$ cat src/hdl/dsa_pkg.sv
package dsa_pkg;

    // Default depth of the descriptor slot table.
    localparam int TABLE_DEPTH_DEF = 1024;

    // Field widths of the channels.
    localparam int OP_W       = 2;
    localparam int SLOT_W     = 10;
    localparam int STATUS_W   = 3;
    localparam int CAP_W      = 11;
    localparam int STRIDE_W   = 13;
    localparam int HANDLE_W   = 64;
    localparam int LIVE_W     = 11;
    localparam int CFG_IDX_W  = 2;
    localparam int CFG_DATA_W = 64;

    // Register values after reset.
    localparam int                  CAPACITY_RST = 1024;
    localparam logic [STRIDE_W-1:0] STRIDE_RST   = 13'd32;

    // Command queue between the front and the back.
    localparam int QUEUE_DEPTH = 2;
    localparam int QUEUE_PTR_W = 1;
    localparam int QUEUE_CNT_W = 2;

    typedef enum logic [OP_W-1:0] {
        OP_ALLOC  = 2'd0,
        OP_FREE   = 2'd1,
        OP_LOOKUP = 2'd2,
        OP_REINIT = 2'd3
    } op_t;

    typedef enum logic [STATUS_W-1:0] {
        ST_OK        = 3'd0,
        ST_EXHAUSTED = 3'd1,
        ST_NOT_ALLOC = 3'd2,
        ST_RANGE_ERR = 3'd3,
        ST_IN_USE    = 3'd4
    } status_t;

    typedef enum logic [CFG_IDX_W-1:0] {
        CFG_CAPACITY = 2'd0,
        CFG_STRIDE   = 2'd1,
        CFG_CPU_BASE = 2'd2,
        CFG_GPU_BASE = 2'd3
    } cfg_idx_t;

    // A classified command as it waits in the queue.
    typedef struct packed {
        op_t               op;
        logic [SLOT_W-1:0] slot;
        logic              beyond_cap;
        logic              cap_zero;
    } cmd_t;

    // Handle generation settings passed from the front to the back.
    typedef struct packed {
        logic [STRIDE_W-1:0] stride;
        logic [HANDLE_W-1:0] cpu_base;
        logic [HANDLE_W-1:0] gpu_base;
    } handle_cfg_t;

endpackage

$ cat src/hdl/dsa_intf.sv
// Request channel: one command per transfer.
interface dsa_req_if;
    logic                       valid;
    logic                       ready;
    logic [dsa_pkg::OP_W-1:0]   op;
    logic [dsa_pkg::SLOT_W-1:0] slot;

    modport source (output valid, op, slot, input ready);
    modport sink   (input valid, op, slot, output ready);
endinterface


// Configuration write channel.
interface dsa_cfg_if;
    logic                           valid;
    logic                           ready;
    logic [dsa_pkg::CFG_IDX_W-1:0]  index;
    logic [dsa_pkg::CFG_DATA_W-1:0] data;

    modport source (output valid, index, data, input ready);
    modport sink   (input valid, index, data, output ready);
endinterface

$ cat src/hdl/dsa_front.sv
module dsa_front #(
    parameter int TABLE_DEPTH = dsa_pkg::TABLE_DEPTH_DEF
) (
    input  logic                                clk,
    input  logic                                rst_n,
    dsa_req_if.sink                             req,
    dsa_cfg_if.sink                             cfg,
    input  logic                                clearing,
    input  logic                                q_full,
    output logic                                q_push,
    output dsa_pkg::cmd_t                       q_cmd,
    output logic [$clog2(TABLE_DEPTH+1)-1:0]    cap,
    output dsa_pkg::handle_cfg_t                hcfg
);

    localparam int CNT_W   = $clog2(TABLE_DEPTH + 1);
    localparam int CMP_W   = (CNT_W > dsa_pkg::CAP_W) ? CNT_W : dsa_pkg::CAP_W;
    localparam int CAP_RST = (dsa_pkg::CAPACITY_RST < TABLE_DEPTH) ?
                             dsa_pkg::CAPACITY_RST : TABLE_DEPTH;

    logic [CNT_W-1:0]              cap_reg;
    logic [CNT_W-1:0]              cap_next;
    logic [CMP_W-1:0]              cap_wide;
    logic [dsa_pkg::STRIDE_W-1:0]  stride_reg;
    logic [dsa_pkg::HANDLE_W-1:0]  cpu_base_reg;
    logic [dsa_pkg::HANDLE_W-1:0]  gpu_base_reg;

    // The written capacity is clamped to the table depth once, at write time.
    always_comb
    begin
        cap_wide = CMP_W'(cfg.data[dsa_pkg::CAP_W-1:0]);
        if (cap_wide > CMP_W'(TABLE_DEPTH))
        begin
            cap_next = CNT_W'(TABLE_DEPTH);
        end
        else
        begin
            cap_next = CNT_W'(cap_wide);
        end
    end

    // Configuration registers; every write transfer is taken at once.
    assign cfg.ready = 1'b1;

    always_ff @(posedge clk or negedge rst_n)
    begin
        if (!rst_n)
        begin
            cap_reg      <= CNT_W'(CAP_RST);
            stride_reg   <= dsa_pkg::STRIDE_RST;
            cpu_base_reg <= '0;
            gpu_base_reg <= '0;
        end
        else if (cfg.valid)
        begin
            case (dsa_pkg::cfg_idx_t'(cfg.index))
                dsa_pkg::CFG_CAPACITY: cap_reg      <= cap_next;
                dsa_pkg::CFG_STRIDE:   stride_reg   <= cfg.data[dsa_pkg::STRIDE_W-1:0];
                dsa_pkg::CFG_CPU_BASE: cpu_base_reg <= cfg.data;
                dsa_pkg::CFG_GPU_BASE: gpu_base_reg <= cfg.data;
                default:               cap_reg      <= cap_reg;
            endcase
        end
    end

    assign cap           = cap_reg;
    assign hcfg.stride   = stride_reg;
    assign hcfg.cpu_base = cpu_base_reg;
    assign hcfg.gpu_base = gpu_base_reg;

    // Requests are taken while the queue has room and the mark sweep is over.
    assign req.ready = !q_full && !clearing;
    assign q_push    = req.valid && req.ready;

    // Classify the command: range check against the capacity in force.
    always_comb
    begin
        q_cmd.op         = dsa_pkg::op_t'(req.op);
        q_cmd.slot       = req.slot;
        q_cmd.beyond_cap = CMP_W'(req.slot) >= CMP_W'(cap_reg);
        q_cmd.cap_zero   = (cap_reg == '0);
    end

endmodule

$ cat src/flat_wrapper.sv
// flat-port wrapper written by rule: the top's interface ports become plain ports
module dsa_front_flat 
#(
    parameter int TABLE_DEPTH = dsa_pkg::TABLE_DEPTH_DEF
)
  (clk, rst_n, clearing, q_full, q_push, q_cmd, cap, hcfg, req_valid, req_op, req_slot, req_ready, cfg_valid, cfg_index, cfg_data, cfg_ready);
  dsa_req_if req_i ();
  dsa_cfg_if cfg_i ();
  input  logic clk;
  input  logic rst_n;
  input  logic clearing;
  input  logic q_full;
  output logic q_push;
  output dsa_pkg::cmd_t q_cmd;
  output logic [$clog2(TABLE_DEPTH+1)-1:0] cap;
  output dsa_pkg::handle_cfg_t hcfg;
  input wire logic [$bits(req_i.valid)-1:0] req_valid;
  input wire logic [$bits(req_i.op)-1:0] req_op;
  input wire logic [$bits(req_i.slot)-1:0] req_slot;
  output wire logic [$bits(req_i.ready)-1:0] req_ready;
  input wire logic [$bits(cfg_i.valid)-1:0] cfg_valid;
  input wire logic [$bits(cfg_i.index)-1:0] cfg_index;
  input wire logic [$bits(cfg_i.data)-1:0] cfg_data;
  output wire logic [$bits(cfg_i.ready)-1:0] cfg_ready;
  assign req_i.valid = req_valid;
  assign req_i.op = req_op;
  assign req_i.slot = req_slot;
  assign req_ready = req_i.ready;
  assign cfg_i.valid = cfg_valid;
  assign cfg_i.index = cfg_index;
  assign cfg_i.data = cfg_data;
  assign cfg_ready = cfg_i.ready;
  dsa_front #(.TABLE_DEPTH(TABLE_DEPTH)) u_core (.clk(clk), .rst_n(rst_n), .req(req_i), .cfg(cfg_i), .clearing(clearing), .q_full(q_full), .q_push(q_push), .q_cmd(q_cmd), .cap(cap), .hcfg(hcfg));
endmodule
$ cat config.mk
export PLATFORM = sky130hd
export DESIGN_NAME = dsa_front_flat
export DESIGN_NICKNAME = d
export VERILOG_FILES = /design/src/hdl/dsa_pkg.sv /design/src/hdl/dsa_intf.sv /design/src/hdl/dsa_front.sv /design/src/flat_wrapper.sv
export SDC_FILE = /design/constraint.sdc
export NUM_CORES = 1
export LEC_CHECK = 0
export BUFFER_PORTS_ARGS = -buffer_cell sky130_fd_sc_hd__buf_2
export CORE_MARGIN = 5
export CORE_UTILIZATION = 39
export CTS_BUF_LIST = sky130_fd_sc_hd__clkbuf_8
export DETAILED_ROUTE_END_ITERATION = 8
export HOLD_SLACK_MARGIN = 0.03
export PLACE_DENSITY = 0.71
export RECOVER_POWER = 50
export SETUP_SLACK_MARGIN = 0.4
export SLEW_MARGIN = 20
export SYNTH_ARGS = -nofsm -noshare
export SYNTH_HDL_FRONTEND = slang
export SYNTH_SLANG_ARGS = --single-unit
$ cat constraint.sdc
create_clock -name clk -period 3.56 [get_ports clk]
set_input_delay 0.712 -clock clk [delete_from_list [all_inputs] [get_ports clk]]
set_output_delay 0.712 -clock clk [all_outputs]
set_load 0.02 [all_outputs]
==> flow_metrics.py, run 1 <==
metrics = {
    "pwr": {
        "seq_power_share_pct": 46.5,
        "p_int_uw": 3140,
        "ir_worst_vdd_v": 0.000289,
        "power_density_nw_per_um2": 605,
        "power.share.clock_pct": 24.9,
        "p_comb_share_pct": 28.6,
        "power_switching_uw": 1660,
        "p_leak_uw": 0.00400,
        "netSwitchingFraction_pct": 34.6,
    },
    "die": {
        "io_pins": 253,
        "start_util_pct": 39.3,
        "die_h_microns": 139,
        "row_count": 47,
        "core_area_sq_um": 16400,
        "die_x_microns": 139,
        "dieArea_sq_um": 19200,
    },
    "drt": {
        "routed_wl_mm": 15.1,
        "avgRoutedWirePerCell_microns": 17.3,
        "vias": 4122,
        "detail-route-antenna-nets": 0,
        "drc": 0,
        "dr.pass1.iters": 4,
        "vias_per_cell": 4.72,
        "drt_iter0_drc": 134,
    },
    "synthesis": {
        "synth_cell_types": 30,
        "synthTopCellsByArea": "dfrtp_1 58%, mux2_4 14%, mux2_2 13%",
        "synth.area.mux_share_pct": 28.2,
        "ys.flop_type": "dfrtp_1",
        "synth_compound_area_share_pct": 1.73,
        "avgSynthCellArea_sq_um": 16.1,
        "synth_common_cells": "150 x dfrtp_1, 76 x mux2_2, 60 x mux2_4",
        "yosysTopAreaCellShare_pct": 58.3,
        "synth-xor-area-share_pct": 0,
        "synthSimpleGateAreaFrac_pct": 3.48,
        "ys_seq_elements": 152,
        "synth_top_family_by_area": "multiplexers",
        "yosys.area.top_type": "dfrtp_1",
        "netlist_area_sq_um": 6440,
        "synth_warnings": 0,
        "synth_edf_count": 0,
        "synthArstFlopShare_pct": 100,
        "syn-instance-count": 399,
        "yosysSeqAreaShare_pct": 59.1,
        "yosysMostFrequentCell": "dfrtp_1",
        "syn-num-nets": 493,
        "synth_fa_ha_area_share_pct": 1.94,
    },
    "setup_path": {
        "cpPeakStageDelay_ns": 0.39,
        "r2r-start": "u_core.cap[3]",
        "critical_path_class": "register to primary output",
        "crit_fanout": 3,
        "crit_slowest_cell": "dfrtp_1",
        "cp_top_family": "compound AO/OA/AOI/OAI gates",
        "endpoint_kind": "primary output",
        "cp-start-kind": "register",
        "cp.buffers_inverters": 2,
        "worst_ep_arrival_time_ns": 2.17,
        "rrSetupSlack_ns": 2.63,
        "crit_path_start": "u_core.cap[2]",
        "worstPathRequired_ns": 2.85,
        "crit_chain": "inv_1 -> ha_1 -> nand2_1 -> o21ai_0 -> a31oi_1 -> o32ai_1 -> buf_2",
    },
    "layout": {
        "diodes": 0,
        "drive_above_1_share_pct": 60.1,
        "post-route-cell-area_sq_um": 7930,
        "post-route-util_pct": 48.3,
        "final_nets": 735,
        "syn2layout_area_growth_pct": 23.1,
    },
    "global_routing": {
        "grt_pass1_wl_mm": 25.2,
        "antenna_found_initial": 0,
        "grt_max_degree": 65,
        "grt_pass1_vias": 4742,
        "grt.total_usage_pct": 16.1,
        "grt_overflow": 0,
    },
    "timing": {
        "setup_tns_ns": 0,
        "slew_headroom_pct": -23.8,
        "tightest_slew_ns": 1.85,
        "rsz0062_at_grt": "false",
        "period_share_pct": 80.9,
        "setup_violations": 0,
        "whs_ns": 0.494,
        "hold_viol": 0,
        "slew_violations": 156,
        "fin_skew_ns": 0,
        "min_period_ns": 2.88,
        "fmax_ghz": 0.347,
    },
    "clocking": {
        "cts_setup_buffers": 0,
        "cts_made_buffers": 17,
        "clk_pin_slew_worst_paths_ns": 0.08,
        "cts.hold.buffers_added": 0,
        "clock_path_buffers": 2,
        "clock_latency_ns": 0.43,
        "clock-sinks": 152,
        "root_buffer": "clkbuf_8",
        "htree_num_levels": 4,
        "cts_tree": "yes",
        "cts_resized": 0,
    },
    "hold_path": {
        "hp-class": "register to register",
        "holdCritStartpoint": "u_core.cpu_base_reg[38]",
    },
    "placement": {
        "port_buffers": 247,
        "hpwlAfterDp_mm": 11.4,
        "gp_congestion": 0.820,
        "dpl-instance-area_sq_um": 7690,
    },
    "outcome": {
        "violations": "capacitance limit, slew limit",
        "status": "finished with violations",
    },
    "job": {
        "drv_cap": 4,
    },
}
-- per-stage QoR --
step / cells / total power [uW] / setup WS (ns)
floorplan: 399 / 3140 / 0.971
global placement: 842 / 3650 / 0.992
detailed placement: 842 / 3690 / 0.811
CTS: 874 / 4910 / 0.670
global route: 874 / 5070 / 0.562
finish: 874 / 4800 / 0.680
-- worst paths after layout --
kind | end | depth (start not counted)
max | q_cmd[1] | 7
min | u_core.cpu_base_reg[38] | 1
max reg2reg | u_core.cap[3] | 4
min reg2reg | u_core.cpu_base_reg[38] | 1
max in group asynchronous | u_core.gpu_base_reg[1] | 2
min in group asynchronous | u_core.gpu_base_reg[5] | 1
-- worst register-to-register path, stage by stage (launching register included) --
cell	delay, ns
dfrtp_1	0.41
inv_1	0.12
nor2_1	0.06
a21oi_1	0.18
nor2_1	0.05
-- per-layer routing --
metal	vias up	wire [microns]	GRT usage, %
met5	-	0	0
met4	0	264	5.15
met3	26	1080	6.32
met2	154	7610	26.8
met1	2064	6200	19.3
li1	1878	-	-
-- layout make-up --
type	instances	area (sq um)
well taps	220	275
inverters	11	41.3
clock buffers	18	248
flip-flops and latches	152	3810
repair buffers	252	1260
multi-input cells	207	2180
clock inverters	14	113
fillers	1479	8480
-- power groups by stage --
stage / clock (uW) / combinational (uW) / sequential [uW]
2_1_floorplan: 0 / 487 / 2650
3_3_place_gp: 0 / 1400 / 2250
3_5_place_dp: 0 / 1430 / 2270
4_1_cts: 1240 / 1430 / 2240
5_1_grt: 1330 / 1470 / 2270
6_report: 1190 / 1370 / 2230
-- kinds of logic (layout without fill, tap and decap cells) --
logic type,after synthesis,in the layout
AOI/OAI and AO/OA,19,19
adders and majority gates,10,10
buffers and inverters,40,295
DFF,152,152
muxes,141,141
other,1,1
and+or+nand+nor,36,36
-- layout by cell type (no fill, tap or decap), drive strengths merged --
| cell | Yosys | routed |
|---|---|---|
| nand3b | 9 | 9 |
| clkbuf | 1 | 32 |
| conb | 1 | 1 |
| ha | 10 | 10 |
| o32ai | 1 | 1 |
| clkinvlp | 0 | 5 |
| nor2b | 1 | 1 |
| nor3b | 1 | 1 |
| nand2 | 6 | 6 |
| o21ai | 8 | 8 |
| mux2 | 141 | 141 |
| dfstp | 2 | 2 |
| nand3 | 2 | 2 |
| inv | 11 | 18 |
| nor2 | 9 | 9 |
| dfrtp | 150 | 150 |
| a21o | 1 | 1 |
| buf | 28 | 238 |
| nor4 | 5 | 5 |
| nand2b | 1 | 1 |
| clkinv | 0 | 2 |
| or3b | 1 | 1 |
| o22ai | 1 | 1 |
| and2 | 1 | 1 |
| a31oi | 2 | 2 |
| a21oi | 6 | 6 |
No activity file was read; power rests on OpenSTA's default activity.
==> run 2, diff against run 1 <==
==> constraint.sdc (replaced) <==
create_clock -name clk -period 3 [get_ports clk]
set_input_delay 0.6 -clock clk [delete_from_list [all_inputs] [get_ports clk]]
set_output_delay 0.6 -clock clk [all_outputs]
set_load 0.02 [all_outputs]
==> flow_metrics.py, run 2 (synthesis results as in run 1) <==
metrics = {
    "outcome": {
        "status": "finished with violations",
        "violations": "capacitance limit, slew limit",
    },
    "die": {
        "die_h_microns": 139,
        "row_count": 47,
        "core_area_sq_um": 16400,
        "start_util_pct": 39.3,
        "dieArea_sq_um": 19200,
        "die_x_microns": 139,
        "io_pins": 253,
    },
    "placement": {
        "gp_congestion": 0.800,
        "port_buffers": 247,
        "hpwlAfterDp_mm": 11.2,
        "post-place-ws_ns": 0.638,
        "dp.cells": 844,
        "dpl-instance-area_sq_um": 7720,
    },
    "drt": {
        "dr.pass1.iters": 4,
        "vias_per_cell": 4.69,
        "drt_iter0_drc": 93,
        "vias": 4112,
        "avgRoutedWirePerCell_microns": 17.1,
        "routed_wl_mm": 15.0,
        "detail-route-antenna-nets": 0,
        "drc": 0,
    },
    "timing": {
        "worst_slack_ns": 0.526,
        "hold_viol": 0,
        "setup_tns_ns": 0,
        "period_share_pct": 82.5,
        "fmax_ghz": 0.404,
        "rsz0062_at_grt": "false",
        "setup_violations": 0,
        "tightest_slew_ns": 1.84,
        "slew_violations": 144,
        "min_period_ns": 2.47,
        "fin_skew_ns": 0,
        "slew_headroom_pct": -22.6,
    },
    "setup_path": {
        "crit_fanout": 19,
        "crit_path_start": "cfg_index[0]",
        "r2r_end": "u_core.cap[2]",
        "worstPathRequired_ns": 3.32,
        "cpPeakStageDelay_ns": 1.46,
        "worst_ep_arrival_time_ns": 2.79,
        "endpoint_kind": "register",
        "crit_slowest_cell": "nor3b_1",
        "ff2ff_path_depth": 5,
        "rrSetupSlack_ns": 2.02,
        "critical_path_class": "input pin to register",
        "r2r-start": "u_core.cap[2]",
        "crit_chain": "clkbuf_1 -> nor3b_1 -> nand2_1 -> a31oi_2 -> nor2_1",
        "cp-start-kind": "input pin",
    },
    "job": {
        "drv_cap": 3,
    },
    "layout": {
        "layout_common_cells": "246 x buf_2, 149 x dfrtp_1, 76 x mux2_2",
        "diodes": 0,
        "final_common_cell": "buf_2",
        "final_nets": 738,
        "drive_above_1_share_pct": 59.2,
        "post-route-cell-area_sq_um": 7930,
        "stdcell_count": 877,
        "syn2layout_area_growth_pct": 23.1,
    },
    "clocking": {
        "clock_path_buffers": 2,
        "clk_pin_slew_worst_paths_ns": 0.09,
        "clock_latency_ns": 0.42,
        "cts.hold.buffers_added": 0,
        "htree_num_levels": 4,
        "cts_tree": "yes",
        "root_buffer": "clkbuf_8",
        "cts_made_buffers": 17,
        "clock-sinks": 152,
    },
    "global_routing": {
        "grt_pass1_vias": 4595,
        "grt_max_degree": 65,
        "antenna_found_initial": 0,
        "grt.total_usage_pct": 15.7,
        "grt_overflow": 0,
        "grt_pass1_wl_mm": 24.6,
    },
    "hold_path": {
        "min_to": "u_core.cpu_base_reg[16]",
        "hold_depth": 2,
        "holdCritStartpoint": "cfg_data[16]",
        "hp-class": "input pin to register",
    },
    "pwr": {
        "p_comb_share_pct": 28.1,
        "seq_power_share_pct": 46.7,
        "p_leak_uw": 0.00395,
        "power_switching_uw": 1950,
        "power_density_nw_per_um2": 716,
        "total_power_uw": 5670,
        "p_int_uw": 3720,
        "ir_worst_vdd_v": 0.000336,
        "power.share.clock_pct": 25.3,
        "netSwitchingFraction_pct": 34.5,
    },
}
-- run 2: worst max-delay path by stage --
| stage | to | slack (ns) | cells after the start |
|---|---|---|---|
| after detailed placement | q_cmd[1] | 0.64 | 8 |
| after floorplan | q_cmd[1] | 0.63 | 6 |
| after CTS | q_cmd[1] | 0.42 | 7 |
| after global routing | u_core.cap[2] | 0.23 | 5 |
| final | u_core.cap[8] | 0.53 | 5 |
| after global placement | q_cmd[1] | 0.65 | 7 |
-- run 2: what timing repair did --
action / 4_1_cts / 5_1_grt
setup buffers: 0 / 1
resized for setup: 0 / 4
endpoints found under the setup margin: 0 / 1
-- run 2: per-stage QoR --
step,util (%),hold WS (ns)
final,48.3,0.395
after global routing,48.3,0.352
after CTS,49.3,0.111
after detailed placement,47.1,0.486
after global placement,47.1,0.479
after floorplan,-,0.304
-- run 2: power groups by stage --
stage / registers [uW] / clock network, uW / logic (uW)
after floorplan: 3150 / 0 / 578
after global placement: 2670 / 0 / 1660
after CTS: 2650 / 1500 / 1700
after global routing: 2700 / 1600 / 1700
after detailed placement: 2690 / 0 / 1700
final: 2650 / 1430 / 1590
-- run 2: cell type report --
| class | instances | area (sq um) |
|---|---|---|
| fillers | 1494 | 8480 |
| flip-flops and latches | 152 | 3810 |
| multi-input cells | 207 | 2130 |
| repair buffers | 255 | 1300 |
| well taps | 220 | 275 |
| clock buffers | 19 | 262 |
| clock inverters | 13 | 110 |
| inverters | 11 | 41.3 |
-- run 2: routing by layer --
layer | track usage, % | vias up | routed length, microns
li1 | - | 1876 | -
met1 | 19.2 | 2053 | 6260
met2 | 25.6 | 155 | 7270
met3 | 5.42 | 28 | 1080
met4 | 6.40 | 0 | 356
met5 | 0 | - | 0
-- run 2: worst max-delay path: cells and delay by family --
family | cells | cell delay (ns)
simple gates | 3 | 1.77
compound gates | 1 | 0.29
buf+inv | 1 | 0.14
