[config.mk]
export PLATFORM = sky130hd
export DESIGN_NAME = dsa_queue
export DESIGN_NICKNAME = d
export VERILOG_FILES = /design/src/hdl/dsa_pkg.sv /design/src/hdl/dsa_queue.sv
export SDC_FILE = /design/constraint.sdc
export NUM_CORES = 1
export LEC_CHECK = 0
export BUFFER_PORTS_ARGS = -buffer_cell sky130_fd_sc_hd__buf_2
export CORE_ASPECT_RATIO = 1.4
export CORE_UTILIZATION = 50
export DETAILED_ROUTE_END_ITERATION = 7
export MAX_ROUTING_LAYER = met4
export PLACE_DENSITY = 0.77
export SETUP_SLACK_MARGIN = 0.02
export SLEW_MARGIN = 25
export SYNTH_ARGS = -nofsm -noshare
export SYNTH_HDL_FRONTEND = slang
export SYNTH_SLANG_ARGS = --single-unit
[constraint.sdc]
create_clock -name clk -period 2.2 [get_ports clk]
set_clock_uncertainty 0.1 [all_clocks]
set_input_delay 0 -clock clk [delete_from_list [all_inputs] [get_ports clk]]
set_output_delay 0 -clock clk [all_outputs]
set_load 0.005 [all_outputs]
[src/hdl/dsa_pkg.sv]
package dsa_pkg;

    // Default depth of the descriptor slot table.
    localparam int TABLE_DEPTH_DEF = 1024;

    // Field widths of the channels.
    localparam int OP_W       = 2;
    localparam int SLOT_W     = 10;
    localparam int STATUS_W   = 3;
    localparam int CAP_W      = 11;
    localparam int STRIDE_W   = 13;
    localparam int HANDLE_W   = 64;
    localparam int LIVE_W     = 11;
    localparam int CFG_IDX_W  = 2;
    localparam int CFG_DATA_W = 64;

    // Register values after reset.
    localparam int                  CAPACITY_RST = 1024;
    localparam logic [STRIDE_W-1:0] STRIDE_RST   = 13'd32;

    // Command queue between the front and the back.
    localparam int QUEUE_DEPTH = 2;
    localparam int QUEUE_PTR_W = 1;
    localparam int QUEUE_CNT_W = 2;

    typedef enum logic [OP_W-1:0] {
        OP_ALLOC  = 2'd0,
        OP_FREE   = 2'd1,
        OP_LOOKUP = 2'd2,
        OP_REINIT = 2'd3
    } op_t;

    typedef enum logic [STATUS_W-1:0] {
        ST_OK        = 3'd0,
        ST_EXHAUSTED = 3'd1,
        ST_NOT_ALLOC = 3'd2,
        ST_RANGE_ERR = 3'd3,
        ST_IN_USE    = 3'd4
    } status_t;

    typedef enum logic [CFG_IDX_W-1:0] {
        CFG_CAPACITY = 2'd0,
        CFG_STRIDE   = 2'd1,
        CFG_CPU_BASE = 2'd2,
        CFG_GPU_BASE = 2'd3
    } cfg_idx_t;

    // A classified command as it waits in the queue.
    typedef struct packed {
        op_t               op;
        logic [SLOT_W-1:0] slot;
        logic              beyond_cap;
        logic              cap_zero;
    } cmd_t;

    // Handle generation settings passed from the front to the back.
    typedef struct packed {
        logic [STRIDE_W-1:0] stride;
        logic [HANDLE_W-1:0] cpu_base;
        logic [HANDLE_W-1:0] gpu_base;
    } handle_cfg_t;

endpackage

[src/hdl/dsa_queue.sv]
module dsa_queue (
    input  logic          clk,
    input  logic          rst_n,
    input  logic          push,
    input  dsa_pkg::cmd_t cmd_in,
    output logic          full,
    input  logic          pop,
    output logic          head_valid,
    output dsa_pkg::cmd_t head
);

    dsa_pkg::cmd_t                     entries_reg [dsa_pkg::QUEUE_DEPTH];
    logic [dsa_pkg::QUEUE_PTR_W-1:0]   wr_ptr_reg;
    logic [dsa_pkg::QUEUE_PTR_W-1:0]   rd_ptr_reg;
    logic [dsa_pkg::QUEUE_CNT_W-1:0]   count_reg;
    logic [dsa_pkg::QUEUE_CNT_W-1:0]   count_next;

    assign full       = (count_reg == dsa_pkg::QUEUE_CNT_W'(dsa_pkg::QUEUE_DEPTH));
    assign head_valid = (count_reg != '0);
    assign head       = entries_reg[rd_ptr_reg];

    always_comb
    begin
        count_next = count_reg;
        if (push && !pop)
        begin
            count_next = count_reg + 1'b1;
        end
        else if (pop && !push)
        begin
            count_next = count_reg - 1'b1;
        end
    end

    // Pointers and fill level.
    always_ff @(posedge clk or negedge rst_n)
    begin
        if (!rst_n)
        begin
            wr_ptr_reg <= '0;
            rd_ptr_reg <= '0;
            count_reg  <= '0;
        end
        else
        begin
            if (push)
            begin
                wr_ptr_reg <= wr_ptr_reg + 1'b1;
            end
            if (pop)
            begin
                rd_ptr_reg <= rd_ptr_reg + 1'b1;
            end
            count_reg <= count_next;
        end
    end

    // Entry storage.
    always_ff @(posedge clk)
    begin
        if (push)
        begin
            entries_reg[wr_ptr_reg] <= cmd_in;
        end
    end

endmodule

==> results of run 1 <==
-- logic make-up after synthesis --
family,count (synthesis)
xor+xnor,5
fa+ha+maj,1
simple gates,5
mux,14
flops,32
buf+inv,3
-- cells in the final DEF (no fill, tap or decap), drive strengths merged --
cell	synthesis	final
dlygate4sd3	0	18
buf	2	35
edfxtp	28	28
inv	1	1
nor2b	2	2
xnor2	1	1
and2	1	1
or2	1	1
ha	1	1
xor2	4	4
mux2	14	14
dfrtp	4	4
clkinv	0	3
nor2	1	1
clkbuf	0	5
-- power by group through the flow --
| stage | Sequential (W) | Clock, W | Combinational (W) |
|---|---|---|---|
| 2_1_floorplan | 0.000870 | 0 | 0.000412 |
| 3_3_place_gp | 0.000934 | 0 | 0.000468 |
| 3_5_place_dp | 0.000949 | 0 | 0.000490 |
| 4_1_cts | 0.000935 | 0.000317 | 0.000517 |
| 5_1_grt | 0.000949 | 0.000339 | 0.000549 |
| 6_report | 0.000929 | 0.000303 | 0.000507 |
-- metal layers --
layer  vias up  global-route usage [%]
li1        340                       -
met1       340                   15.03
met2        23                   33.19
met3         5                   5.279
met4         0                   14.29
met5         -                       -
-- area by class of cell --
cell class / instances / area share (%)
repair buffers: 53 / 21.51
clock buffers: 5 / 2.240
multi-input cells: 25 / 16.50
inverters: 1 / 0.2240
well taps: 34 / 2.539
clock inverters: 3 / 0.8215
flip-flops and latches: 32 / 56.16
-- final timing paths --
kind | startpoint | end | slack [ns]
max in group asynchronous | rst_n | count_reg[0]$_DFFE_PN0P_ | 1.38
worst min-delay path | cmd_in[13] | entries_reg[0][13]$_DFFE_PP_ | 0.29
worst max register to register | wr_ptr_reg$_DFFE_PN0P_ | entries_reg[1][8]$_DFFE_PP_ | 0.80
worst min register to register | wr_ptr_reg$_DFFE_PN0P_ | wr_ptr_reg$_DFFE_PN0P_ | 0.40
worst max-delay path | rd_ptr_reg$_DFFE_PN0P_ | head[0] | 0.41
min in group asynchronous | rst_n | rd_ptr_reg$_DFFE_PN0P_ | 0.45
-- Yosys cell counts --
cell / n / area [sq um]
sky130_fd_sc_hd__nor2_1: 1 / 3.750
sky130_fd_sc_hd__xnor2_1: 1 / 8.760
sky130_fd_sc_hd__inv_1: 1 / 3.750
sky130_fd_sc_hd__or2_2: 1 / 6.260
sky130_fd_sc_hd__mux2_4: 9 / 135.1
sky130_fd_sc_hd__ha_1: 1 / 12.51
sky130_fd_sc_hd__buf_12: 1 / 20.02
sky130_fd_sc_hd__xor2_1: 4 / 35.03
sky130_fd_sc_hd__dfrtp_1: 4 / 100.1
sky130_fd_sc_hd__buf_6: 1 / 11.26
sky130_fd_sc_hd__mux2_2: 5 / 56.30
sky130_fd_sc_hd__edfxtp_1: 28 / 840.8
sky130_fd_sc_hd__nor2b_1: 2 / 12.51
sky130_fd_sc_hd__and2_1: 1 / 6.260
-- what timing repair did --
action | 4_1_cts | 5_1_grt
gates resized for setup | 0 | 0
hold endpoints to repair | 35 | 0
hold buffers | 18 | 0
setup endpoints to repair | 0 | 0
setup buffers | 0 | 0
-- through the flow --
stage | instance area (sq um) | hold WS [ns]
CTS | 1675 | 0.2700
detailed placement | 1444 | -0.2890
floorplan | 1252 | -0.3956
global route | 1675 | 0.2873
global placement | 1444 | -0.2941
finish | 1675 | 0.2878
-- worst max-delay path, cell delays in order, from the launching register on --
cell and delay, ns:
sky130_fd_sc_hd__dfrtp_1 0.82, sky130_fd_sc_hd__mux2_2 0.42, sky130_fd_sc_hd__buf_2 0.13
==> impl_metrics.xml, run 1 <==
<?xml version="1.0" encoding="UTF-8"?>
<metrics>
  <group name="critical_path">
    <metric name="endpoint_kind" unit="">primary output</metric>
    <metric name="cp_data_required_time" unit="ns">2.10</metric>
    <metric name="path_class" unit="">register to primary output</metric>
    <metric name="reg2reg_depth" unit="">1</metric>
    <metric name="crit_path_start_kind" unit="">register</metric>
    <metric name="data_arrival_time_at_the_worst_slack_endpoint" unit="ns">1.69</metric>
    <metric name="timing.critical_path.fanout_max" unit="">15</metric>
  </group>
  <group name="die">
    <metric name="coreArea" unit="sq um">2391</metric>
    <metric name="die_area" unit="sq um">2712</metric>
    <metric name="initial_utilization" unit="%">52.38</metric>
    <metric name="io-pin-count" unit="">34</metric>
    <metric name="chip_height" unit="um">61.22</metric>
    <metric name="dieWidth" unit="um">44.30</metric>
    <metric name="placementRows" unit="">21</metric>
  </group>
  <group name="yosys">
    <metric name="muxShareOfSynthArea" unit="%">15.28</metric>
    <metric name="synth_warnings" unit="">0</metric>
    <metric name="ys_seq_area_share" unit="%">75.12</metric>
    <metric name="share_of_synthesized_cell_area_in_full_adder_half_adder_and_majority_cells" unit="%">0.9990</metric>
    <metric name="post_synth_xor_area_fraction" unit="%">3.497</metric>
    <metric name="share_of_the_synthesized_area_in_compound_gates_ao_oa_aoi_oai" unit="%">0</metric>
    <metric name="ys_seq_elements" unit="">32</metric>
    <metric name="synthDistinctLibCells" unit="">14</metric>
    <metric name="synth_nets" unit="">79</metric>
    <metric name="netlist_area" unit="sq um">1252</metric>
    <metric name="main_combinational_cell_family_by_area_after_synthesis" unit="">multiplexers</metric>
    <metric name="yosys.area_share.simple" unit="%">2.298</metric>
    <metric name="syn_inst" unit="">60</metric>
    <metric name="syn-mean-instance-area" unit="sq um">20.87</metric>
  </group>
  <group name="grt">
    <metric name="grt_overflow" unit="">0</metric>
    <metric name="global_route_wire_length_before_repair" unit="mm">3.174</metric>
    <metric name="via_count_of_the_first_global_routing_pass" unit="">769</metric>
    <metric name="largest_net_degree_at_the_start_of_global_routing" unit="">16</metric>
    <metric name="global_route.usage.total" unit="%">18.36</metric>
    <metric name="antenna_violations_before_repair" unit="">0</metric>
  </group>
  <group name="layout">
    <metric name="multi_input_logic_area" unit="sq um">276.5</metric>
    <metric name="sequential_cell_area" unit="sq um">940.9</metric>
    <metric name="n_fill_cell" unit="">168</metric>
    <metric name="fraction_of_final_layout_cells_with_drive_strength_greater_than_1" unit="%">47.90</metric>
    <metric name="final_instance_count_without_filler_cells" unit="">153</metric>
    <metric name="largest_reg_flops" unit="">28</metric>
    <metric name="design.final.nets" unit="">137</metric>
    <metric name="finish.utilization" unit="%">70.07</metric>
    <metric name="area_delta_synth_final" unit="%">33.77</metric>
    <metric name="n_antenna_cell" unit="">0</metric>
  </group>
  <group name="drt">
    <metric name="met3_wirelength" unit="um">97</metric>
    <metric name="drt-vias-per-instance" unit="">4.627</metric>
    <metric name="route.met2.wl" unit="mm">1.170</metric>
    <metric name="drt-initial-drc-count" unit="">15</metric>
    <metric name="drcViolationCount" unit="">0</metric>
    <metric name="detailedRoute.firstPassIterationCount" unit="">4</metric>
    <metric name="num_vias" unit="">708</metric>
    <metric name="top_layer_reached_by_signal_wires" unit="">met4</metric>
    <metric name="totalWireLength" unit="mm">1.987</metric>
    <metric name="wirelength_met1" unit="um">671</metric>
    <metric name="drtAntennaViolNets" unit="">0</metric>
    <metric name="post_drt_wl_per_cell" unit="um">12.99</metric>
  </group>
  <group name="outcome">
    <metric name="run_status" unit="">finished clean</metric>
  </group>
  <group name="cts">
    <metric name="cts.sinks" unit="">32</metric>
    <metric name="clock_tree_from_tritoncts" unit="">yes</metric>
    <metric name="clk-insertion-delay-late" unit="ns">0.32</metric>
    <metric name="worst_path_clk_slew" unit="ns">0.10</metric>
    <metric name="cts-buffers-inserted" unit="">5</metric>
    <metric name="cts_root_buffer" unit="">sky130_fd_sc_hd__clkbuf_4</metric>
    <metric name="cts.htree.levels" unit="">2</metric>
    <metric name="clk_path_buf_depth" unit="">2</metric>
  </group>
  <group name="placed_design">
    <metric name="gpl.final_weighted_congestion" unit="">0.6369</metric>
    <metric name="detailedPlace.worstSlack" unit="ns">0.7380</metric>
    <metric name="detailed_place_hpwl" unit="mm">1.345</metric>
    <metric name="cell_count_after_placement" unit="">127</metric>
    <metric name="port_buffers" unit="">33</metric>
  </group>
  <group name="timing">
    <metric name="timing.max_slew.rel_slack" unit="%">51.39</metric>
    <metric name="worst-slew-pin-transition" unit="ns">0.7291</metric>
    <metric name="report.final.slew_viol_count" unit="">0</metric>
    <metric name="minimum_clock_period" unit="ns">1.790</metric>
    <metric name="part_of_the_cycle_the_worst_path_needs" unit="%">81.38</metric>
    <metric name="rsz_0062_raised_after_global_routing" unit="">no</metric>
    <metric name="setup_ws" unit="ns">0.4097</metric>
    <metric name="max_freq" unit="MHz">558.6</metric>
    <metric name="setup_violations" unit="">0</metric>
    <metric name="finalSetupTns" unit="ns">0</metric>
    <metric name="final_hold_violations" unit="">0</metric>
  </group>
  <group name="power">
    <metric name="power.sequential.fraction" unit="%">53.4</metric>
    <metric name="power_frac_comb" unit="%">29.1</metric>
    <metric name="power_density" unit="nW/um^2">1038</metric>
    <metric name="internal_power" unit="W">0.001260</metric>
    <metric name="p_leak" unit="nW">0.6957</metric>
    <metric name="switchingPower" unit="W">0.0004798</metric>
    <metric name="ir_worst_vdd" unit="uV">614.7</metric>
    <metric name="clockPowerShare" unit="%">17.4</metric>
    <metric name="total_power" unit="W">0.001739</metric>
    <metric name="net_sw_share" unit="%">27.58</metric>
  </group>
  <group name="min_path">
    <metric name="hold_path_depth" unit="">2</metric>
    <metric name="worst_hold_path_type" unit="">primary input to register</metric>
  </group>
  <group name="flow_run">
    <metric name="max_cap_viol_count" unit="">0</metric>
  </group>
</metrics>
Power figures use the tool's default switching activity.
==> run 2: changes to the inputs <==
Settings changed: CORE_UTILIZATION 50 to 45, PLACE_DENSITY 0.77 to 0.73.
Clock period 2.2 ns to 1.5 ns, I/O delays scaled along.
==> impl_metrics.xml, run 2 (synthesis results as in run 1) <==
<?xml version="1.0" encoding="UTF-8"?>
<metrics>
  <group name="placed_design">
    <metric name="detailedPlace.worstSlack" unit="ns">0.3480</metric>
    <metric name="cell_count_after_placement" unit="">131</metric>
    <metric name="port_buffers" unit="">33</metric>
    <metric name="gpl.final_weighted_congestion" unit="">0.6142</metric>
    <metric name="detailed_place_hpwl" unit="mm">1.302</metric>
  </group>
  <group name="timing">
    <metric name="report.final.slew_viol_count" unit="">0</metric>
    <metric name="setup_violations" unit="">0</metric>
    <metric name="max_freq" unit="MHz">689.9</metric>
    <metric name="rsz_0062_raised_after_global_routing" unit="">yes</metric>
    <metric name="part_of_the_cycle_the_worst_path_needs" unit="%">96.63</metric>
    <metric name="minimum_clock_period" unit="ns">1.449</metric>
    <metric name="timing.max_slew.rel_slack" unit="%">85.45</metric>
    <metric name="worst-slew-pin-transition" unit="ns">0.2176</metric>
    <metric name="final_hold_violations" unit="">0</metric>
    <metric name="hold_ws" unit="ns">0.2942</metric>
    <metric name="setup_ws" unit="ns">0.05054</metric>
  </group>
  <group name="min_path">
    <metric name="worst_hold_path_type" unit="">primary input to register</metric>
  </group>
  <group name="cts">
    <metric name="worst_path_clk_slew" unit="ns">0.09</metric>
    <metric name="post_cts.repair.setup_buffers" unit="">0</metric>
    <metric name="clk_path_buf_depth" unit="">2</metric>
    <metric name="postCtsResizedCells" unit="">0</metric>
    <metric name="cts.htree.levels" unit="">2</metric>
    <metric name="cts_root_buffer" unit="">sky130_fd_sc_hd__clkbuf_4</metric>
    <metric name="cts-buffers-inserted" unit="">5</metric>
    <metric name="clk-insertion-delay-late" unit="ns">0.33</metric>
    <metric name="clock_tree_from_tritoncts" unit="">yes</metric>
    <metric name="cts.sinks" unit="">32</metric>
  </group>
  <group name="die">
    <metric name="placementRows" unit="">22</metric>
    <metric name="initial_utilization" unit="%">47.40</metric>
    <metric name="coreArea" unit="sq um">2643</metric>
    <metric name="die_area" unit="sq um">3001</metric>
    <metric name="dieWidth" unit="um">46.59</metric>
    <metric name="io-pin-count" unit="">34</metric>
    <metric name="chip_height" unit="um">64.42</metric>
  </group>
  <group name="layout">
    <metric name="fraction_of_final_layout_cells_with_drive_strength_greater_than_1" unit="%">48.76</metric>
    <metric name="layout_commonest_cell" unit="">sky130_fd_sc_hd__buf_2</metric>
    <metric name="final_instance_count_without_filler_cells" unit="">157</metric>
    <metric name="mostFrequentLayoutCells" unit="">sky130_fd_sc_hd__buf_2, sky130_fd_sc_hd__edfxtp_1, sky130_fd_sc_hd__dlygate4sd3_1</metric>
    <metric name="finish.utilization" unit="%">64.11</metric>
    <metric name="n_antenna_cell" unit="">0</metric>
    <metric name="area_delta_synth_final" unit="%">35.26</metric>
    <metric name="design.final.nets" unit="">139</metric>
    <metric name="largest_reg_flops" unit="">28</metric>
  </group>
  <group name="power">
    <metric name="p_leak" unit="nW">0.7032</metric>
    <metric name="total_power" unit="W">0.002598</metric>
    <metric name="power_density" unit="nW/um^2">1534</metric>
    <metric name="ir_worst_vdd" unit="uV">1243</metric>
  </group>
  <group name="critical_path">
    <metric name="crit_path_start_kind" unit="">register</metric>
    <metric name="crit_path_max_incr_delay" unit="ns">0.37</metric>
    <metric name="timing.critical_path.fanout_max" unit="">9</metric>
    <metric name="endpoint_kind" unit="">primary output</metric>
    <metric name="critical-path-top-delay-family" unit="">flip-flops</metric>
    <metric name="worst_path_cell_trace" unit="">buf_4 &gt; mux2_4 &gt; buf_2</metric>
    <metric name="slowest_stage" unit="">sky130_fd_sc_hd__dfrtp_1</metric>
    <metric name="path_class" unit="">register to primary output</metric>
    <metric name="data_arrival_time_at_the_worst_slack_endpoint" unit="ns">1.35</metric>
    <metric name="cp_data_required_time" unit="ns">1.40</metric>
    <metric name="worstPathBufferInverterCount" unit="">2</metric>
    <metric name="r2r_setup_slack" unit="ns">0.33</metric>
  </group>
  <group name="grt">
    <metric name="global_route.usage.total" unit="%">16.77</metric>
    <metric name="global_route_wire_length_before_repair" unit="mm">3.132</metric>
    <metric name="antenna_violations_before_repair" unit="">0</metric>
    <metric name="grt_overflow" unit="">0</metric>
    <metric name="largest_net_degree_at_the_start_of_global_routing" unit="">15</metric>
    <metric name="via_count_of_the_first_global_routing_pass" unit="">720</metric>
  </group>
  <group name="outcome">
    <metric name="run_status" unit="">finished clean</metric>
  </group>
  <group name="drt">
    <metric name="drt-vias-per-instance" unit="">4.586</metric>
    <metric name="drtAntennaViolNets" unit="">0</metric>
    <metric name="drt-initial-drc-count" unit="">30</metric>
    <metric name="num_vias" unit="">720</metric>
    <metric name="detailedRoute.firstPassIterationCount" unit="">4</metric>
    <metric name="drcViolationCount" unit="">0</metric>
    <metric name="totalWireLength" unit="mm">2.057</metric>
    <metric name="post_drt_wl_per_cell" unit="um">13.10</metric>
  </group>
  <group name="flow_run">
    <metric name="max_cap_viol_count" unit="">0</metric>
  </group>
</metrics>
-- run 2: repair_timing --
action                     4_1_cts  5_1_grt
setup endpoints to repair        0       13
hold buffers                    18        0
hold endpoints to repair        35        0
-- run 2: final cells by class --
class,count,area [sq um]
multi-input cells,25,279.0
inverters,1,3.754
fillers,216,948.4
repair buffers,55,375.4
clock buffers,7,45.04
clock inverters,1,5.005
well taps,36,45.04
flip-flops and latches,32,940.9
-- run 2: report_power, final --
group	internal, W	switching, W
registers	0.00120	0.0000864
clock network	0.000182	0.000268
logic	0.000511	0.000354
-- run 2: stage by stage --
step / TNS, ns / cell area [sq um]
floorplan: 0 / 1255
detailed placement: 0 / 1464
CTS: 0 / 1694
finish: 0 / 1694
global route: -0.002673 / 1694
global placement: 0 / 1464
-- run 2: routing by layer --
layer	track usage, %	wire [um]
met5	-	0
met2	27.26	1138
met4	11.03	60
met3	6.685	112
met1	15.12	746
-- run 2: worst paths after layout --
check                                          from                          end  cells after the start
max in group asynchronous                     rst_n       rd_ptr_reg$_DFFE_PN0P_                      3
setup reg to reg             wr_ptr_reg$_DFFE_PN0P_  entries_reg[0][5]$_DFFE_PP_                      2
setup / recovery             rd_ptr_reg$_DFFE_PN0P_                      head[8]                      3
hold / removal                            cmd_in[1]  entries_reg[1][1]$_DFFE_PP_                      2
min in group asynchronous                     rst_n     count_reg[0]$_DFFE_PN0P_                      3
hold reg to reg            count_reg[1]$_DFFE_PN0P_     count_reg[1]$_DFFE_PN0P_                      1
==> run 3: changes to the inputs <==
--- a/config.mk
+++ b/config.mk
@@ -7,9 +7,12 @@
 export LEC_CHECK = 0
 export BUFFER_PORTS_ARGS = -buffer_cell sky130_fd_sc_hd__buf_2
+export CELL_PAD_IN_SITES_DETAIL_PLACEMENT = 1
+export CELL_PAD_IN_SITES_GLOBAL_PLACEMENT = 2
 export CORE_ASPECT_RATIO = 1.4
-export CORE_UTILIZATION = 45
+export CORE_MARGIN = 4
+export CORE_UTILIZATION = 33
 export DETAILED_ROUTE_END_ITERATION = 7
 export MAX_ROUTING_LAYER = met4
-export PLACE_DENSITY = 0.73
+export PLACE_DENSITY_LB_ADDON = 0.1
 export SETUP_SLACK_MARGIN = 0.02
 export SLEW_MARGIN = 25
==> constraint.sdc (replaced) <==
create_clock -name clk -period 1.5 [get_ports clk]
set_clock_uncertainty 0.1 [all_clocks]
set_input_delay 0 -clock clk [delete_from_list [all_inputs] [get_ports clk]]
set_output_delay 0 -clock clk [all_outputs]
set_load 0.01 [all_outputs]
==> impl_metrics.xml, run 3 (synthesis results as in run 1) <==
<?xml version="1.0" encoding="UTF-8"?>
<metrics>
  <group name="die">
    <metric name="placementRows" unit="">26</metric>
    <metric name="initial_utilization" unit="%">34.37</metric>
    <metric name="io-pin-count" unit="">34</metric>
    <metric name="coreArea" unit="sq um">3643</metric>
    <metric name="die_area" unit="sq um">4859</metric>
    <metric name="dieWidth" unit="um">60.07</metric>
    <metric name="chip_height" unit="um">80.89</metric>
  </group>
  <group name="drt">
    <metric name="num_vias" unit="">693</metric>
    <metric name="post_drt_wl_per_cell" unit="um">12.80</metric>
    <metric name="drt-initial-drc-count" unit="">14</metric>
    <metric name="drcViolationCount" unit="">0</metric>
    <metric name="drtAntennaViolNets" unit="">0</metric>
    <metric name="drt-vias-per-instance" unit="">4.252</metric>
    <metric name="detailedRoute.firstPassIterationCount" unit="">4</metric>
    <metric name="totalWireLength" unit="mm">2.086</metric>
  </group>
  <group name="critical_path">
    <metric name="endpoint_kind" unit="">primary output</metric>
    <metric name="path_class" unit="">register to primary output</metric>
    <metric name="timing.critical_path.fanout_max" unit="">10</metric>
    <metric name="worst_path_cell_trace" unit="">buf_6 &gt; mux2_2 &gt; buf_2</metric>
    <metric name="crit_path_max_incr_delay" unit="ns">0.36</metric>
    <metric name="slowest_stage" unit="">sky130_fd_sc_hd__dfrtp_1</metric>
    <metric name="data_arrival_time_at_the_worst_slack_endpoint" unit="ns">1.29</metric>
    <metric name="cp_data_required_time" unit="ns">1.40</metric>
    <metric name="crit_path_start_kind" unit="">register</metric>
  </group>
  <group name="placed_design">
    <metric name="placed_area" unit="sq um">1471</metric>
    <metric name="cell_count_after_placement" unit="">137</metric>
    <metric name="gpl.final_weighted_congestion" unit="">0.5948</metric>
    <metric name="port_buffers" unit="">33</metric>
    <metric name="detailed_place_hpwl" unit="mm">1.480</metric>
  </group>
  <group name="layout">
    <metric name="area_delta_synth_final" unit="%">38.56</metric>
    <metric name="fraction_of_final_layout_cells_with_drive_strength_greater_than_1" unit="%">47.93</metric>
    <metric name="largest_reg_flops" unit="">28</metric>
    <metric name="design.final.nets" unit="">139</metric>
    <metric name="n_fill_cell" unit="">371</metric>
    <metric name="multi_input_logic_area" unit="sq um">279.0</metric>
    <metric name="finish.utilization" unit="%">47.63</metric>
    <metric name="n_antenna_cell" unit="">0</metric>
    <metric name="layout.cell_area.non_filler" unit="sq um">1735</metric>
    <metric name="layout_commonest_cell" unit="">sky130_fd_sc_hd__buf_2</metric>
    <metric name="final_instance_count_without_filler_cells" unit="">163</metric>
    <metric name="mostFrequentLayoutCells" unit="">sky130_fd_sc_hd__buf_2, sky130_fd_sc_hd__edfxtp_1, sky130_fd_sc_hd__dlygate4sd3_1</metric>
    <metric name="sequential_cell_area" unit="sq um">940.9</metric>
  </group>
  <group name="timing">
    <metric name="final_hold_violations" unit="">0</metric>
    <metric name="finalSetupTns" unit="ns">0</metric>
    <metric name="part_of_the_cycle_the_worst_path_needs" unit="%">92.88</metric>
    <metric name="max_freq" unit="MHz">717.8</metric>
    <metric name="setup_violations" unit="">0</metric>
    <metric name="report.final.slew_viol_count" unit="">0</metric>
    <metric name="hold_ws" unit="ns">0.3480</metric>
    <metric name="minimum_clock_period" unit="ns">1.393</metric>
    <metric name="worst-slew-pin-transition" unit="ns">0.2285</metric>
    <metric name="timing.max_slew.rel_slack" unit="%">84.72</metric>
    <metric name="rsz_0062_raised_after_global_routing" unit="">no</metric>
  </group>
  <group name="power">
    <metric name="power_density" unit="nW/um^2">1632</metric>
    <metric name="p_leak" unit="nW">0.7151</metric>
    <metric name="ir_worst_vdd" unit="uV">738.1</metric>
  </group>
  <group name="cts">
    <metric name="cts_root_buffer" unit="">sky130_fd_sc_hd__clkbuf_8</metric>
    <metric name="clk_path_buf_depth" unit="">2</metric>
    <metric name="cts.sinks" unit="">32</metric>
    <metric name="worst_path_clk_slew" unit="ns">0.06</metric>
    <metric name="clock_tree_from_tritoncts" unit="">yes</metric>
    <metric name="cts.htree.levels" unit="">2</metric>
    <metric name="cts-buffers-inserted" unit="">5</metric>
    <metric name="clk-insertion-delay-late" unit="ns">0.27</metric>
    <metric name="post_cts.repair.setup_buffers" unit="">0</metric>
  </group>
  <group name="grt">
    <metric name="grt_overflow" unit="">0</metric>
    <metric name="largest_net_degree_at_the_start_of_global_routing" unit="">15</metric>
    <metric name="global_route.usage.total" unit="%">10.98</metric>
    <metric name="global_route_wire_length_before_repair" unit="mm">3.601</metric>
    <metric name="antenna_violations_before_repair" unit="">0</metric>
    <metric name="via_count_of_the_first_global_routing_pass" unit="">776</metric>
  </group>
  <group name="min_path">
    <metric name="worst_hold_path_type" unit="">primary input to register</metric>
  </group>
  <group name="outcome">
    <metric name="run_status" unit="">finished clean</metric>
  </group>
  <group name="flow_run">
    <metric name="max_cap_viol_count" unit="">0</metric>
  </group>
</metrics>
==> run 3: layout make-up <==
cell class	count	area share, %
Clock inverter	1	0.2163
Tap cell	42	3.028
Inverter	1	0.2163
Sequential cell	32	54.22
Multi-Input combinational cell	25	16.08
Timing Repair Buffer	55	21.85
Clock buffer	7	4.398
==> run 3: critical path: cells and delay by family (launching register included) <==
kind	cells	cell delay, ns
DFF	1	0.36
muxes	1	0.34
buffers and inverters	2	0.32
==> run 3: worst paths after layout <==
kind | start | endpoint | slack (ns) | depth (start not counted)
min in group asynchronous | rst_n | count_reg[1]$_DFFE_PN0P_ | 0.55 | 3
max in group asynchronous | rst_n | count_reg[0]$_DFFE_PN0P_ | 0.55 | 3
hold reg to reg | count_reg[1]$_DFFE_PN0P_ | count_reg[1]$_DFFE_PN0P_ | 0.38 | 1
hold / removal | cmd_in[11] | entries_reg[1][11]$_DFFE_PP_ | 0.35 | 2
setup / recovery | rd_ptr_reg$_DFFE_PN0P_ | head[0] | 0.11 | 3
setup reg to reg | wr_ptr_reg$_DFFE_PN0P_ | entries_reg[1][3]$_DFFE_PP_ | 0.34 | 2
==> run 3: timing repair <==
| action | CTS | global route |
|---|---|---|
| endpoints found under the setup margin | 0 | 4 |
| resized for setup | 0 | 1 |
| hold endpoints to repair | 34 | 0 |
| hold buffers | 18 | 0 |
==> run 3: per-layer routing <==
metal | GRT usage, % | wire length, um | up-vias
met5 | - | 0 | -
met4 | 5.322 | 48 | 0
met3 | 4.769 | 143 | 6
met2 | 17.97 | 1181 | 22
met1 | 10.97 | 712 | 324
li1 | - | - | 341
==> run 3: metrics by stage <==
stage	total power (W)	setup slack, ns
2_1_floorplan	0.001961	0.2107
3_3_place_gp	0.002221	0.3587
3_5_place_dp	0.002235	0.3541
4_1_cts	0.002869	0.04916
5_1_grt	0.003022	0.02150
6_report	0.002832	0.1069
==> run 3: report_power, final <==
| group | internal, W | total (W) | switching [W] |
|---|---|---|---|
| registers | 0.00120 | 0.00128 | 0.0000843 |
| clock network | 0.000322 | 0.000597 | 0.000275 |
| logic | 0.000524 | 0.000951 | 0.000427 |
| total | 0.00204 | 0.00283 | 0.000787 |
